**src/hdl/lru_byte_budget_cache_policy_core_macros.svh**
```systemverilog
// ----------------------------------------------------------------------------
// Assertion macros shared by the cache policy RTL.
// ----------------------------------------------------------------------------
`ifndef LRU_BYTE_BUDGET_CACHE_POLICY_CORE_MACROS_SVH
`define LRU_BYTE_BUDGET_CACHE_POLICY_CORE_MACROS_SVH

// The consequent must hold in the same cycle as the antecedent.
`define LBB_ASSERT_NOW(label, clk, rst_n, pre, post) \
    label: assert property (@(posedge clk) disable iff (!(rst_n)) (pre) |-> (post)) \
        else $error("lbb assertion failed");

// The consequent must hold in the cycle after the antecedent.
`define LBB_ASSERT_NEXT(label, clk, rst_n, pre, post) \
    label: assert property (@(posedge clk) disable iff (!(rst_n)) (pre) |=> (post)) \
        else $error("lbb assertion failed");

`endif

```
**src/hdl/lbb_pkg.sv**
```systemverilog
`timescale 1ns / 1ps
// ----------------------------------------------------------------------------
// lbb_pkg
// Sizes, codes and shared types of the LRU byte budget cache policy.
// ----------------------------------------------------------------------------
package lbb_pkg;

    localparam int SLOTS    = 16;
    localparam int KEY_BITS = 32;

    localparam int KEY_W  = (KEY_BITS < 32) ? KEY_BITS : 32;
    localparam int IDX_W  = $clog2(SLOTS);
    localparam int CNT_W  = $clog2(SLOTS + 1);
    localparam int LIM_W  = (CNT_W > 5) ? CNT_W : 5;
    localparam int SIZE_W = 32;
    localparam int WORD_W = KEY_W + SIZE_W;

    localparam int CFG_IDX_W = 1;
    localparam logic [CFG_IDX_W-1:0] REG_ENTRY_LIMIT = 1'b0;
    localparam logic [CFG_IDX_W-1:0] REG_BYTE_BUDGET = 1'b1;

    localparam logic [4:0]  ENTRY_LIMIT_RST = 5'd16;
    localparam logic [31:0] BYTE_BUDGET_RST = 32'd1048576;

    localparam logic [2:0] STAT_HIT    = 3'd0;
    localparam logic [2:0] STAT_MISS   = 3'd1;
    localparam logic [2:0] STAT_BYPASS = 3'd2;
    localparam logic [2:0] STAT_RANGE  = 3'd3;
    localparam logic [2:0] STAT_EVICT  = 3'd4;

    localparam int OP_W = 3;
    localparam logic [OP_W-1:0] OP_NOP    = 3'd0;
    localparam logic [OP_W-1:0] OP_SCAN   = 3'd1;
    localparam logic [OP_W-1:0] OP_TOUCH  = 3'd2;
    localparam logic [OP_W-1:0] OP_EVICT  = 3'd3;
    localparam logic [OP_W-1:0] OP_INSERT = 3'd4;

    typedef struct packed {
        logic [OP_W-1:0]  op;
        logic [IDX_W-1:0] idx;
    } t_rank_cmd;

    typedef struct packed {
        logic             slot_valid;
        logic [IDX_W-1:0] victim;
    } t_rank_stat;

endpackage

```
**src/hdl/lru_byte_budget_cache_policy_core.sv**
```systemverilog
`timescale 1ns / 1ps
// ----------------------------------------------------------------------------
// lru_byte_budget_cache_policy_core
// LRU cache replacement policy with an entry limit and a byte budget.
// ----------------------------------------------------------------------------
// Each input word is one read request (key, object size, range offset and
// length); the block answers with one or more output words and marks the
// final one with last. The block works on one request at a time and drops
// in_ready from the accept cycle until the request's work is done. The
// key search walks the slots one per cycle through the read port of the
// slot RAM and a single key comparator, and each eviction needs one read
// of that RAM. Stalls on the output channel hold the sequencer in any
// state that loads a result. A finished result waits in the output register
// while the next request is accepted. Configuration is written through its
// own channel, which is always ready; index 0 is the entry limit (0 acts as
// 1, values above SLOTS act as SLOTS) and index 1 the byte budget. Both must
// be written only while no request is in flight.
// ----------------------------------------------------------------------------
`include "lru_byte_budget_cache_policy_core_macros.svh"

module lru_byte_budget_cache_policy_core (
    input  logic                          i_clk,
    input  logic                          i_rst_n,

    input  logic                          i_in_valid,
    output logic                          o_in_ready,
    input  logic [31:0]                   i_object_key,
    input  logic [31:0]                   i_object_size,
    input  logic [31:0]                   i_range_offset,
    input  logic [31:0]                   i_range_length,

    output logic                          o_out_valid,
    input  logic                          i_out_ready,
    output logic [2:0]                    o_status,
    output logic [31:0]                   o_evicted_key,
    output logic [31:0]                   o_held_bytes,
    output logic [4:0]                    o_held_entries,
    output logic                          o_last,

    input  logic                          i_cfg_valid,
    output logic                          o_cfg_ready,
    input  logic [lbb_pkg::CFG_IDX_W-1:0] i_cfg_index,
    input  logic [31:0]                   i_cfg_data
);

    // Sequencer states.
    localparam logic [2:0] S_IDLE   = 3'd0;
    localparam logic [2:0] S_CHECK  = 3'd1;
    localparam logic [2:0] S_SCAN   = 3'd2;
    localparam logic [2:0] S_DECIDE = 3'd3;
    localparam logic [2:0] S_EVAL   = 3'd4;
    localparam logic [2:0] S_EVICT  = 3'd5;
    localparam logic [2:0] S_INSERT = 3'd6;

    localparam int IDX_W = lbb_pkg::IDX_W;
    localparam int CNT_W = lbb_pkg::CNT_W;
    localparam int KEY_W = lbb_pkg::KEY_W;
    localparam int LIM_W = lbb_pkg::LIM_W;

    logic [2:0]        r_state, n_state;
    logic [KEY_W-1:0]  r_key, n_key;
    logic [31:0]       r_size, n_size;
    logic [31:0]       r_off, n_off;
    logic [31:0]       r_len, n_len;
    logic [CNT_W-1:0]  r_idx, n_idx;
    logic              r_hit, n_hit;
    logic [IDX_W-1:0]  r_hit_idx, n_hit_idx;
    logic              r_free_vld, n_free_vld;
    logic [IDX_W-1:0]  r_free, n_free;
    logic [IDX_W-1:0]  r_vic, n_vic;
    logic [31:0]       r_total, n_total;
    logic [CNT_W-1:0]  r_count, n_count;
    logic [4:0]        r_limit, n_limit;
    logic [31:0]       r_budget, n_budget;

    logic              r_out_vld, n_out_vld;
    logic [2:0]        r_status, n_status;
    logic [31:0]       r_evkey, n_evkey;
    logic [31:0]       r_bytes, n_bytes;
    logic [4:0]        r_entries, n_entries;
    logic              r_last, n_last;

    // Slot RAM holds key and size side by side.
    logic                      ram_we;
    logic [IDX_W-1:0]          ram_raddr;
    logic [lbb_pkg::WORD_W-1:0] ram_rdata;
    logic [KEY_W-1:0]          rd_key;
    logic [31:0]               rd_size;

    lbb_pkg::t_rank_cmd  rank_cmd;
    lbb_pkg::t_rank_stat rank_stat;
    logic [IDX_W-1:0]    map_addr;

    logic              can_emit;
    logic              range_bad;
    logic [LIM_W-1:0]  eff_limit;
    logic              over_limit;
    logic              over_budget;
    logic [IDX_W-1:0]  scan_slot;

    lbb_ram #(
        .WIDTH (lbb_pkg::WORD_W),
        .DEPTH (lbb_pkg::SLOTS)
    ) u_slot_ram (
        .i_clk   (i_clk),
        .i_we    (ram_we),
        .i_waddr (r_free),
        .i_wdata ({r_key, r_size}),
        .i_raddr (ram_raddr),
        .o_rdata (ram_rdata)
    );

    lbb_rank_tbl u_rank_tbl (
        .i_clk      (i_clk),
        .i_rst_n    (i_rst_n),
        .i_cmd      (rank_cmd),
        .i_map_addr (map_addr),
        .o_stat     (rank_stat)
    );

    assign rd_key  = ram_rdata[lbb_pkg::WORD_W-1 -: KEY_W];
    assign rd_size = ram_rdata[31:0];

    // A result can be loaded when the output register is empty or drains now.
    assign can_emit = !r_out_vld || i_out_ready;

    // The offset test guards the subtraction, so size - offset never wraps.
    assign range_bad = (r_off > r_size) || (r_len > (r_size - r_off));

    assign eff_limit  = (LIM_W'(r_limit) > LIM_W'(lbb_pkg::SLOTS)) ?
                        LIM_W'(lbb_pkg::SLOTS) : LIM_W'(r_limit);
    assign over_limit = LIM_W'(r_count) >= eff_limit;
    assign over_budget = ({1'b0, r_total} + {1'b0, r_size}) > {1'b0, r_budget};

    // The least recent entry always holds rank count - 1.
    assign map_addr  = IDX_W'(r_count - 1'b1);
    assign scan_slot = IDX_W'(r_idx - 1'b1);

    always_comb begin
        n_state    = r_state;
        n_key      = r_key;
        n_size     = r_size;
        n_off      = r_off;
        n_len      = r_len;
        n_idx      = r_idx;
        n_hit      = r_hit;
        n_hit_idx  = r_hit_idx;
        n_free_vld = r_free_vld;
        n_free     = r_free;
        n_vic      = r_vic;
        n_total    = r_total;
        n_count    = r_count;
        n_limit    = r_limit;
        n_budget   = r_budget;
        n_out_vld  = r_out_vld;
        n_status   = r_status;
        n_evkey    = r_evkey;
        n_bytes    = r_bytes;
        n_entries  = r_entries;
        n_last     = r_last;
        ram_we     = 1'b0;
        ram_raddr  = r_vic;
        rank_cmd.op  = lbb_pkg::OP_NOP;
        rank_cmd.idx = '0;

        if (r_out_vld && i_out_ready) begin
            n_out_vld = 1'b0;
        end

        if (i_cfg_valid) begin
            unique case (i_cfg_index)
                lbb_pkg::REG_ENTRY_LIMIT: n_limit  = i_cfg_data[4:0];
                lbb_pkg::REG_BYTE_BUDGET: n_budget = i_cfg_data;
            endcase
        end

        unique case (r_state)
            S_IDLE: begin
                if (i_in_valid) begin
                    n_key   = KEY_W'(i_object_key);
                    n_size  = i_object_size;
                    n_off   = i_range_offset;
                    n_len   = i_range_length;
                    n_state = S_CHECK;
                end
            end
            S_CHECK: begin
                if (range_bad) begin
                    if (can_emit) begin
                        n_out_vld = 1'b1;
                        n_status  = lbb_pkg::STAT_RANGE;
                        n_evkey   = '0;
                        n_bytes   = r_total;
                        n_entries = 5'(r_count);
                        n_last    = 1'b1;
                        n_state   = S_IDLE;
                    end
                end else begin
                    n_idx      = '0;
                    n_hit      = 1'b0;
                    n_free_vld = 1'b0;
                    n_state    = S_SCAN;
                end
            end
            S_SCAN: begin
                // Read slot r_idx while judging slot r_idx - 1 from the RAM output.
                ram_raddr = IDX_W'(r_idx);
                if (r_idx != '0) begin
                    rank_cmd.op  = lbb_pkg::OP_SCAN;
                    rank_cmd.idx = scan_slot;
                    if (rank_stat.slot_valid) begin
                        if ((rd_key == r_key) && !r_hit) begin
                            n_hit     = 1'b1;
                            n_hit_idx = scan_slot;
                        end
                    end else if (!r_free_vld) begin
                        n_free_vld = 1'b1;
                        n_free     = scan_slot;
                    end
                end
                if (r_idx == CNT_W'(lbb_pkg::SLOTS)) begin
                    n_state = S_DECIDE;
                end else begin
                    n_idx = CNT_W'(r_idx + 1'b1);
                end
            end
            S_DECIDE: begin
                if (r_hit) begin
                    if (can_emit) begin
                        rank_cmd.op  = lbb_pkg::OP_TOUCH;
                        rank_cmd.idx = r_hit_idx;
                        n_out_vld = 1'b1;
                        n_status  = lbb_pkg::STAT_HIT;
                        n_evkey   = '0;
                        n_bytes   = r_total;
                        n_entries = 5'(r_count);
                        n_last    = 1'b1;
                        n_state   = S_IDLE;
                    end
                end else if (r_size > r_budget) begin
                    if (can_emit) begin
                        n_out_vld = 1'b1;
                        n_status  = lbb_pkg::STAT_BYPASS;
                        n_evkey   = '0;
                        n_bytes   = r_total;
                        n_entries = 5'(r_count);
                        n_last    = 1'b1;
                        n_state   = S_IDLE;
                    end
                end else begin
                    n_state = S_EVAL;
                end
            end
            S_EVAL: begin
                if ((r_count != '0) && (over_limit || over_budget)) begin
                    n_vic     = rank_stat.victim;
                    ram_raddr = rank_stat.victim;
                    n_state   = S_EVICT;
                end else begin
                    n_state = S_INSERT;
                end
            end
            S_EVICT: begin
                if (can_emit) begin
                    rank_cmd.op  = lbb_pkg::OP_EVICT;
                    rank_cmd.idx = r_vic;
                    n_total = r_total - rd_size;
                    n_count = CNT_W'(r_count - 1'b1);
                    // The lowest free slot is the one the insert will take.
                    if (!r_free_vld || (r_vic < r_free)) begin
                        n_free_vld = 1'b1;
                        n_free     = r_vic;
                    end
                    n_out_vld = 1'b1;
                    n_status  = lbb_pkg::STAT_EVICT;
                    n_evkey   = 32'(rd_key);
                    n_bytes   = n_total;
                    n_entries = 5'(n_count);
                    n_last    = 1'b0;
                    n_state   = S_EVAL;
                end
            end
            S_INSERT: begin
                if (can_emit) begin
                    ram_we       = 1'b1;
                    rank_cmd.op  = lbb_pkg::OP_INSERT;
                    rank_cmd.idx = r_free;
                    n_total = r_total + r_size;
                    n_count = CNT_W'(r_count + 1'b1);
                    n_out_vld = 1'b1;
                    n_status  = lbb_pkg::STAT_MISS;
                    n_evkey   = '0;
                    n_bytes   = n_total;
                    n_entries = 5'(n_count);
                    n_last    = 1'b1;
                    n_state   = S_IDLE;
                end
            end
            default: begin
                n_state = S_IDLE;
            end
        endcase
    end

    always_ff @(posedge i_clk) begin
        if (!i_rst_n) begin
            r_state   <= S_IDLE;
            r_total   <= '0;
            r_count   <= '0;
            r_limit   <= lbb_pkg::ENTRY_LIMIT_RST;
            r_budget  <= lbb_pkg::BYTE_BUDGET_RST;
            r_out_vld <= 1'b0;
        end else begin
            r_state   <= n_state;
            r_total   <= n_total;
            r_count   <= n_count;
            r_limit   <= n_limit;
            r_budget  <= n_budget;
            r_out_vld <= n_out_vld;
        end
    end

    always_ff @(posedge i_clk) begin
        r_key      <= n_key;
        r_size     <= n_size;
        r_off      <= n_off;
        r_len      <= n_len;
        r_idx      <= n_idx;
        r_hit      <= n_hit;
        r_hit_idx  <= n_hit_idx;
        r_free_vld <= n_free_vld;
        r_free     <= n_free;
        r_vic      <= n_vic;
        r_status   <= n_status;
        r_evkey    <= n_evkey;
        r_bytes    <= n_bytes;
        r_entries  <= n_entries;
        r_last     <= n_last;
    end

    assign o_in_ready     = (r_state == S_IDLE);
    assign o_cfg_ready    = 1'b1;
    assign o_out_valid    = r_out_vld;
    assign o_status       = r_status;
    assign o_evicted_key  = r_evkey;
    assign o_held_bytes   = r_bytes;
    assign o_held_entries = r_entries;
    assign o_last         = r_last;

    // An insert always has a free slot to take.
    `LBB_ASSERT_NOW(a_insert_has_free, i_clk, i_rst_n, r_state == S_INSERT, r_free_vld)
    // Evictions only happen while something is held.
    `LBB_ASSERT_NOW(a_evict_nonempty, i_clk, i_rst_n, r_state == S_EVICT, r_count != '0)
    // The occupancy never exceeds the slot count.
    `LBB_ASSERT_NOW(a_count_bound, i_clk, i_rst_n, 1'b1, r_count <= CNT_W'(lbb_pkg::SLOTS))
    // An empty cache holds no bytes.
    `LBB_ASSERT_NOW(a_empty_no_bytes, i_clk, i_rst_n, r_count == '0, r_total == '0)
    // Each eviction result lowers the occupancy by one.
    `LBB_ASSERT_NEXT(a_evict_drops, i_clk, i_rst_n, (r_state == S_EVICT) && can_emit,
        r_count == CNT_W'($past(r_count) - 1'b1))

endmodule

```
**src/hdl/lbb_ram.sv**
```systemverilog
`timescale 1ns / 1ps
// ----------------------------------------------------------------------------
// lbb_ram
// Simple dual-port RAM with one write port and one registered read port.
// ----------------------------------------------------------------------------
module lbb_ram #(
    parameter int WIDTH = 8,
    parameter int DEPTH = 16,
    parameter int AW    = $clog2(DEPTH)
) (
    input  logic             i_clk,
    input  logic             i_we,
    input  logic [AW-1:0]    i_waddr,
    input  logic [WIDTH-1:0] i_wdata,
    input  logic [AW-1:0]    i_raddr,
    output logic [WIDTH-1:0] o_rdata
);

    logic [WIDTH-1:0] r_mem [DEPTH];
    logic [WIDTH-1:0] r_rdata;

    always_ff @(posedge i_clk) begin
        if (i_we) begin
            r_mem[i_waddr] <= i_wdata;
        end
        r_rdata <= r_mem[i_raddr];
    end

    assign o_rdata = r_rdata;

endmodule

```
**src/hdl/lbb_rank_tbl.sv**
```systemverilog
`timescale 1ns / 1ps
// ----------------------------------------------------------------------------
// lbb_rank_tbl
// Slot valid bits, recency ranks and the rank-to-slot map used for eviction.
// ----------------------------------------------------------------------------
module lbb_rank_tbl (
    input  logic                      i_clk,
    input  logic                      i_rst_n,
    input  lbb_pkg::t_rank_cmd        i_cmd,
    input  logic [lbb_pkg::IDX_W-1:0] i_map_addr,
    output lbb_pkg::t_rank_stat       o_stat
);

    logic [lbb_pkg::SLOTS-1:0] r_valid;
    logic [lbb_pkg::SLOTS-1:0] n_valid;
    logic [lbb_pkg::IDX_W-1:0] r_rank [lbb_pkg::SLOTS];
    logic [lbb_pkg::IDX_W-1:0] n_rank [lbb_pkg::SLOTS];
    logic [lbb_pkg::IDX_W-1:0] r_map  [lbb_pkg::SLOTS];
    logic [lbb_pkg::IDX_W-1:0] sel_rank;

    assign sel_rank = r_rank[i_cmd.idx];

    always_comb begin
        n_valid = r_valid;
        n_rank  = r_rank;
        unique case (i_cmd.op)
            lbb_pkg::OP_TOUCH: begin
                // Entries more recent than the touched one age by one step.
                for (int i = 0; i < lbb_pkg::SLOTS; i++) begin
                    if (r_valid[i] && (r_rank[i] < sel_rank)) begin
                        n_rank[i] = lbb_pkg::IDX_W'(r_rank[i] + 1'b1);
                    end
                end
                n_rank[i_cmd.idx] = '0;
            end
            lbb_pkg::OP_EVICT: begin
                n_valid[i_cmd.idx] = 1'b0;
            end
            lbb_pkg::OP_INSERT: begin
                for (int i = 0; i < lbb_pkg::SLOTS; i++) begin
                    if (r_valid[i]) begin
                        n_rank[i] = lbb_pkg::IDX_W'(r_rank[i] + 1'b1);
                    end
                end
                n_valid[i_cmd.idx] = 1'b1;
                n_rank[i_cmd.idx]  = '0;
            end
            default: begin
            end
        endcase
    end

    always_ff @(posedge i_clk) begin
        if (!i_rst_n) begin
            r_valid <= '0;
            for (int i = 0; i < lbb_pkg::SLOTS; i++) begin
                r_rank[i] <= '0;
            end
        end else begin
            r_valid <= n_valid;
            r_rank  <= n_rank;
        end
    end

    // Ranks of valid slots are distinct, so the scan fills one map entry per rank.
    always_ff @(posedge i_clk) begin
        if ((i_cmd.op == lbb_pkg::OP_SCAN) && r_valid[i_cmd.idx]) begin
            r_map[sel_rank] <= i_cmd.idx;
        end
    end

    assign o_stat.slot_valid = r_valid[i_cmd.idx];
    assign o_stat.victim     = r_map[i_map_addr];

endmodule

```
**config.mk**
```make
export PLATFORM = sky130hd
export DESIGN_NAME = lru_byte_budget_cache_policy_core
export DESIGN_NICKNAME = d
export VERILOG_FILES = /design/src/hdl/lbb_pkg.sv /design/src/hdl/lru_byte_budget_cache_policy_core.sv /design/src/hdl/lbb_ram.sv /design/src/hdl/lbb_rank_tbl.sv
export VERILOG_INCLUDE_DIRS = /design/src /design/src/hdl
export SDC_FILE = /design/constraint.sdc
export NUM_CORES = 2
export LEC_CHECK = 0
export ABC_CLOCK_PERIOD_IN_PS = 7400
export CAP_MARGIN = 20
export CORE_MARGIN = 3
export CORE_UTILIZATION = 30
export DETAILED_ROUTE_END_ITERATION = 16
export DONT_BUFFER_PORTS = 1
export HOLD_SLACK_MARGIN = 0.08
export PLACE_DENSITY = 0.52
export REMOVE_ABC_BUFFERS = 1
export SETUP_SLACK_MARGIN = 0.2
export SLEW_MARGIN = 20
export SYNTH_ARGS = -nofsm -noshare
export SYNTH_HDL_FRONTEND = slang
export SYNTH_SLANG_ARGS = --single-unit
```
**constraint.sdc**
```tcl
create_clock -name i_clk -period 7.4 [get_ports i_clk]
set_clock_uncertainty 0.05 [all_clocks]
set_input_delay 0.37 -clock i_clk [delete_from_list [all_inputs] [get_ports i_clk]]
set_output_delay 0.37 -clock i_clk [all_outputs]
set_load 0.02 [all_outputs]
```
Word level (Yosys, flattened, before mapping) --
Memory sizes are Yosys's and may differ from the RTL's. A register that Yosys moved wholly into a read port is not among the register bits. Cells that the tools add are included.
Cells by class: add/sub/neg operators 24, magnitude comparators 27, equal/unequal tests 28, muxes and demuxes 160, bitwise gates (word level) 8, reduce and logical (&&, ||, !) cells 53
Operators by type and width (number):
- $mux W32 | 11
- $mux W4 | 73
- $pmux W32 S4 | 2
- $and A64 B64 Y64 | 2
- $pmux W64 S2 | 1
- $gt A32 B32 Y1 | 3
- $lt A4 B4 Y1 | 17
- $add A4 B1 Y4 const B | 16
- $not A64 Y64 | 1
- $pmux W32 S2 | 1
- $sub A32 B32 Y32 | 2
- $mux W5 | 10
- $mux W3 | 14
- $add A32 B32 Y33 | 1
- $gt A33 B32 Y1 | 1
- $add A32 B32 Y32 | 1
- $eq A32 B32 Y1 | 1
- $pmux W16 S2 | 1
- $ne A2 B2 Y1 const B | 15
- $pmux W7 S4 | 1
- $mux W1 | 26
- $logic_and A1 B1 Y1 | 22
- $pmux W3 S7 | 1
- $pmux W5 S2 | 2
- other kinds (46) | 75
Word-level totals: bits in registers 378, memory bits (writable) 1088, memories kept 2
Memory list:
- u_slot_ram.r_mem | depth 16, width 64, read ports 1, clocked after Yosys merged registers in 1, wr ports 1, RTL line lbb_ram.sv:19 | logic [WIDTH-1:0] r_mem [DEPTH];
- u_rank_tbl.r_map | depth 16, width 4, read ports 1, clocked after Yosys merged registers in 0, wr ports 1, RTL line lbb_rank_tbl.sv:18 | logic [lbb_pkg::IDX_W-1:0] r_map [lbb_pkg::SLOTS];

Logic depth before layout (Yosys ltp) --
word-level depth 15, depth in mapped cells 30

Cells and area by module --
A second synthesis with hierarchy kept.
Second synthesis, totals: cell total of the unflattened synthesis 4565, area total of the unflattened synthesis 68385.6 um^2
Modules (own cells, without submodules):
- lbb_ram | times used 1, cells an instance 1647, area an instance 39581.7 um^2, sequential area each 32030.7 um^2
- lru_byte_budget_cache_policy_core | times used 1, cells an instance 1951, area an instance 19100.8 um^2, sequential area each 8167.8 um^2
- lbb_rank_tbl | times used 1, cells an instance 967, area an instance 9703.1 um^2, sequential area each 3523.4 um^2

Least setup slack after synthesis --
Ideal clock, no wire load.
path type register to register, start register r_out_vld (netlist: o_out_valid), end memory u_slot_ram.r_mem[8][0] (netlist name) (enable), library setup time 644 ps, arrival 7418 ps, data required time 6706 ps, slack -712 ps, stages on the path, launching flop included 7, buffers on the path 2, cell sequence dfxtp_1 > nor2b_1 > buf_2 > nor2_1 > clkbuf_1 > nand2_1 > nor4_1
On the way: cells in the longest elaborated chain, start to end 6
RTL lines:
- from (decl) | RTL line lru_byte_budget_cache_policy_core.sv:76 | logic r_out_vld, n_out_vld;
- from (signal assigned) | RTL line lru_byte_budget_cache_policy_core.sv:319 | r_out_vld <= n_out_vld;
- $logic_not A1 Y1 | RTL line lru_byte_budget_cache_policy_core.sv:125 | assign can_emit = !r_out_vld || i_out_ready;
- $logic_or A1 B1 Y1 | RTL line lru_byte_budget_cache_policy_core.sv:125
- $mux W1 | RTL line lru_byte_budget_cache_policy_core.sv:284 | if (can_emit) begin
- $mux W1 | RTL line lru_byte_budget_cache_policy_core.sv:177 | unique case (r_state)
- $mux W1 | RTL line lbb_ram.sv:23 | if (i_we) begin
- $mux W1 (not written as such) | RTL line lbb_ram.sv:24 | r_mem[i_waddr] <= i_wdata;
- to (decl) | RTL line lbb_ram.sv:19
Every way passes these cells.

Final worst setup path --
start register r_size[1], end register r_evkey[0] (netlist: o_evicted_key[0]) (enable)
On the way: cells in the longest elaborated chain, start to end 5
RTL lines:
- from (decl) | RTL line lru_byte_budget_cache_policy_core.sv:62 | logic [31:0] r_size, n_size;
- from (signal assigned) | RTL line lru_byte_budget_cache_policy_core.sv:325 | r_size <= n_size;
- $sub A32 B32 Y32 | RTL line lru_byte_budget_cache_policy_core.sv:128 | assign range_bad = (r_off > r_size) || (r_len > (r_size - r_off));
- $gt A32 B32 Y1 | RTL line lru_byte_budget_cache_policy_core.sv:128
- $logic_or A1 B1 Y1 | RTL line lru_byte_budget_cache_policy_core.sv:128
- $ne A2 B2 Y1 (no line)
- $reduce_and A4 Y1 (no line) (*)
- to (signal assigned) | RTL line lru_byte_budget_cache_policy_core.sv:335 | r_evkey <= n_evkey;
- to (decl) | RTL line lru_byte_budget_cache_policy_core.sv:78 | logic [31:0] r_evkey, n_evkey;
Every way passes the cells marked *; elsewhere a longest branch is shown, timed or not. A chain may end at the register's enable or synchronous reset.

==> metrics.md <==
| Metric | Value |
|---|---|
| R2r startpoint | r_size[1] |
| DR vias | 46100 |
| Max-slew violations | 0 |
| Library cells used by synthesis | 88 |
| Slew HR | 25.1% |
| Clock transition at the registers of the reported paths | 0.06 ns |
| Die ar. | 232000 um2 |
| Via/cell ratio | 5.18 |
| Minimum clock period | 6.81 ns |
| CP Capture Type | register |
| DP HPWL | ~140000 um |
| Gr usage total | 18.4% |
| Layout Cells excl Fill | about 9000 |
| CP Buf/Inv Count | 5 |
| Clk_lat worst skew | around 0.8 ns |
| Slowest CP cell | edfxtp_1 |
| Outcome | finished clean |
| Synth Warn # | 0 |
| Critical setup path kind | register to register |
| Longest Clk Path Bufs | 3 |
| Power Density | 259 nW/um2 |
| Avg WL per Cell | 24.6 um |
| HP Class | primary input to register |
| Synthesized instance count | 5427 |
| DRT Wirelength | between 200000 and 250000 um |
| Arr. time, crit path | 7.23 ns |
| Final hold slack | 0.143 ns |
| Setup violators final | 0 |
| Proportion of layout cells with a drive suffix above 1 | 10.8% |
| GRT overflow | 0 |
| Ports | around 240 |
| TritonRoute pass-1 iters | 6 |
| CTS sink count | 1530 |
| Max IR drop VDD | just under 200 uV |
| RSZ-0062 raised after global routing | false |
| Post-synthesis sequential area ratio | 64.4% |
| Placed Cells | 8310 |
| Row cnt | about 170 |
| Util after Layout | 36.0% |
| Pin count of the biggest net entering global routing | slightly below 80 |
| Clock root cell | clkbuf_16 |
| Critical R2R Capture | o_evicted_key[0] |
| Syn Area/Cell | 12.5 um2 |
| R2R Setup Slk | 0.59 ns |
| Area of the core | approximately 230000 um2 |
| Final routed DRC violation total | 0 |
| Slowest stage delay, CP | about 0.53 ns |
| Critical path launch point type | register |
| Max-Cap Viols | 0 |
| Initial antenna violation count | 15 |
| Slew of the pin with the lowest slew margin | 1.12 ns |
| GPL Wtd Cong | ~0.87 |
| Worst path required time | about 7.8 ns |
| Final Hold Violating Endpoints | 0 |
| Delay-heaviest family, CP | compound AO/OA/AOI/OAI gates |
| Setup slack at placement | 0.337 ns |
| Setup ws final | slightly below 0.6 ns |
| TritonCTS Buffers | 173 |
| Leak | roughly 29 nW |
| Chip width | 482 um |
| Top_reg_cell synth | edfxtp_1 |
| CP Capture Point | o_evicted_key[0] |
| Levels on crit path | 25 |
| First-pass GRT wire length | about 310000 um |
| H-tree Lvls | 4 |
| FILL cells | roughly 22000 |
| Ys async rst share | 0% |
| CP dominant cell by count | buf_4 |
| Initial core utilization | 30.2% |
| Worst Setup SP | r_size[1] |
| FMAX | between 0.1 and 0.15 GHz |
| I/O Buffers | 0 |
| Setup tns final | 0 ns |
| Reg2Reg Depth | 25 |
| Count of state elements after synthesis | 1530 |
| Antenna-violating nets left | 0 |
| Layout area overhead | 19.4% |
| Synthesized cell area | 67900 um2 |
| Critical path peak fanout | 32 |
| Vias in the first global route | 45000 |
| CTS tree | done |
| Post-synth EDFFs | 1308 |
| Drt initial violations | 4098 |
| Final period util | 92.1% |
| Total Nets Final | about 6200 |
| Die H | roughly 480 um |
==> logic make-up after synthesis <==
kind of cell | Yosys count | share of synthesized area, %
and+or+nand+nor | 1780 | 12.1
muxes | 242 | 4.17
DFF | 1530 | 64.4
other | 1 | 0.00552
xor gates and xnor gates | 133 | 1.71
buffers and inverters | 417 | 2.62
AOI/OAI and AO/OA | 1053 | 10.0
adders and majority gates | 271 | 5.02
==> how the worst min path moves through the flow <==
stage                            start      endpoint  cells past startpoint
CTS                  i_object_size[18]    r_size[18]                      1
detailed placement        r_budget[10]  r_budget[10]                      2
global placement          r_budget[13]  r_budget[13]                      2
floorplan                      i_rst_n    r_limit[4]                      1
finish              i_range_length[16]     r_len[16]                      1
global route          i_object_size[6]     r_size[6]                      1
==> flip-flops by register name (all words and copies together) (netlist names), 64 cells and up, named ones only <==
name and count:
u_rank_tbl.r_map 64, u_slot_ram.o_rdata 64, u_slot_ram.r_mem 1024, u_rank_tbl.r_rank 64
==> layout by cell type, fill, tap and decap left out, drive strengths merged, types with 102 or more instances in the layout <==
| cell | Yosys | routed |
|---|---|---|
| nand3 | 204 | 204 |
| nor2 | 181 | 181 |
| dfxtp | 222 | 222 |
| o21ai | 217 | 217 |
| mux2 | 123 | 123 |
| inv | 136 | 147 |
| clkbuf | 170 | 236 |
| edfxtp | 1308 | 1308 |
| a21o | 102 | 102 |
| dlygate4sd3 | 0 | 267 |
| ha | 268 | 268 |
| nand2 | 961 | 961 |
| buf | 109 | 176 |
| a21oi | 246 | 246 |
| a31oi | 155 | 155 |
==> power by group <==
group | switching [mW] | internal (mW) | total (mW) | leakage (nW)
clock | 3.65 | 5.21 | 8.86 | 2.86
sequential | 0.300 | 9.62 | 9.92 | 13.7
combinational | 1.38 | 0.856 | 2.23 | 12.3
total | 5.32 | 15.7 | 21.0 | 28.8
==> final cells by class <==
class | count | area, um2 | share of cell area, %
sequential | 1530 | 43700 | 53.9
inverter | 138 | 524 | 0.646
antenna | 7 | 17.5 | 0.0216
tap | 2992 | 3740 | 4.62
clock buffer | 236 | 4790 | 5.91
clock inverter | 87 | 1100 | 1.36
multi-input combinational | 3480 | 22700 | 28.0
timing repair buffer | 443 | 4490 | 5.54
==> per-stage QoR <==
step	power (mW)	instance area, um2
after CTS	21.2	81000
after global placement	12.2	72400
after detailed placement	12.2	72400
final	21.0	81100
after global routing	21.8	81100
after floorplan	11.6	66700
==> cells in the mapped netlist (74+ instances only) <==
master / number / area (um2)
ha_1: 268 / 3350
o21ai_0: 149 / 746
nand3_1: 204 / 1020
nand2_1: 961 / 3610
a21o_1: 102 / 766
dfxtp_1: 222 / 4440
clkbuf_1: 169 / 634
edfxtp_1: 1308 / 39300
mux2i_1: 97 / 971
nor2_1: 179 / 672
mux2_2: 123 / 1390
a21oi_1: 246 / 1230
a32o_1: 75 / 751
inv_1: 136 / 510
buf_2: 74 / 370
and3_1: 91 / 569
a31oi_1: 155 / 970
==> worst reg2reg max path, stage by stage, from the launching register on <==
cell and delay (ns):
edfxtp_1 0.53, buf_4 0.30, fa_1 0.52, a211oi_2 0.27, o21ai_0 0.14, a31oi_1 0.28, o21a_2 0.30, o2111ai_1 0.28
a31oi_1 0.26, buf_4 0.20, o21ai_0 0.17, a221o_1 0.45, a21o_1 0.22, a211oi_1 0.24, o21bai_1 0.10, xnor2_1 0.13
ha_1 0.30, nand4_1 0.15, nor4_2 0.32, a21oi_1 0.11, o2bb2ai_1 0.25, buf_12 0.16, o21bai_1 0.06, buf_4 0.18
a21oi_4 0.16, buf_12 0.20
==> layer usage <==
layer,global-route usage (%),share of wire [%]
met1,24.7,44
met2,29.4,46
met3,2.97,6.0
met4,7.93,4.4
met5,0,0.0059
==> timing repair <==
| action | in CTS | in global routing |
|---|---|---|
| endpoints found under the hold margin | 220 | 1 |
| resized for setup | 0 | 6 |
| setup endpoints to repair | 0 | 136 |
| buffers inserted | 0 | 5 |
| hold buffers | 267 | 1 |
(Power assumes the default switching activity.)
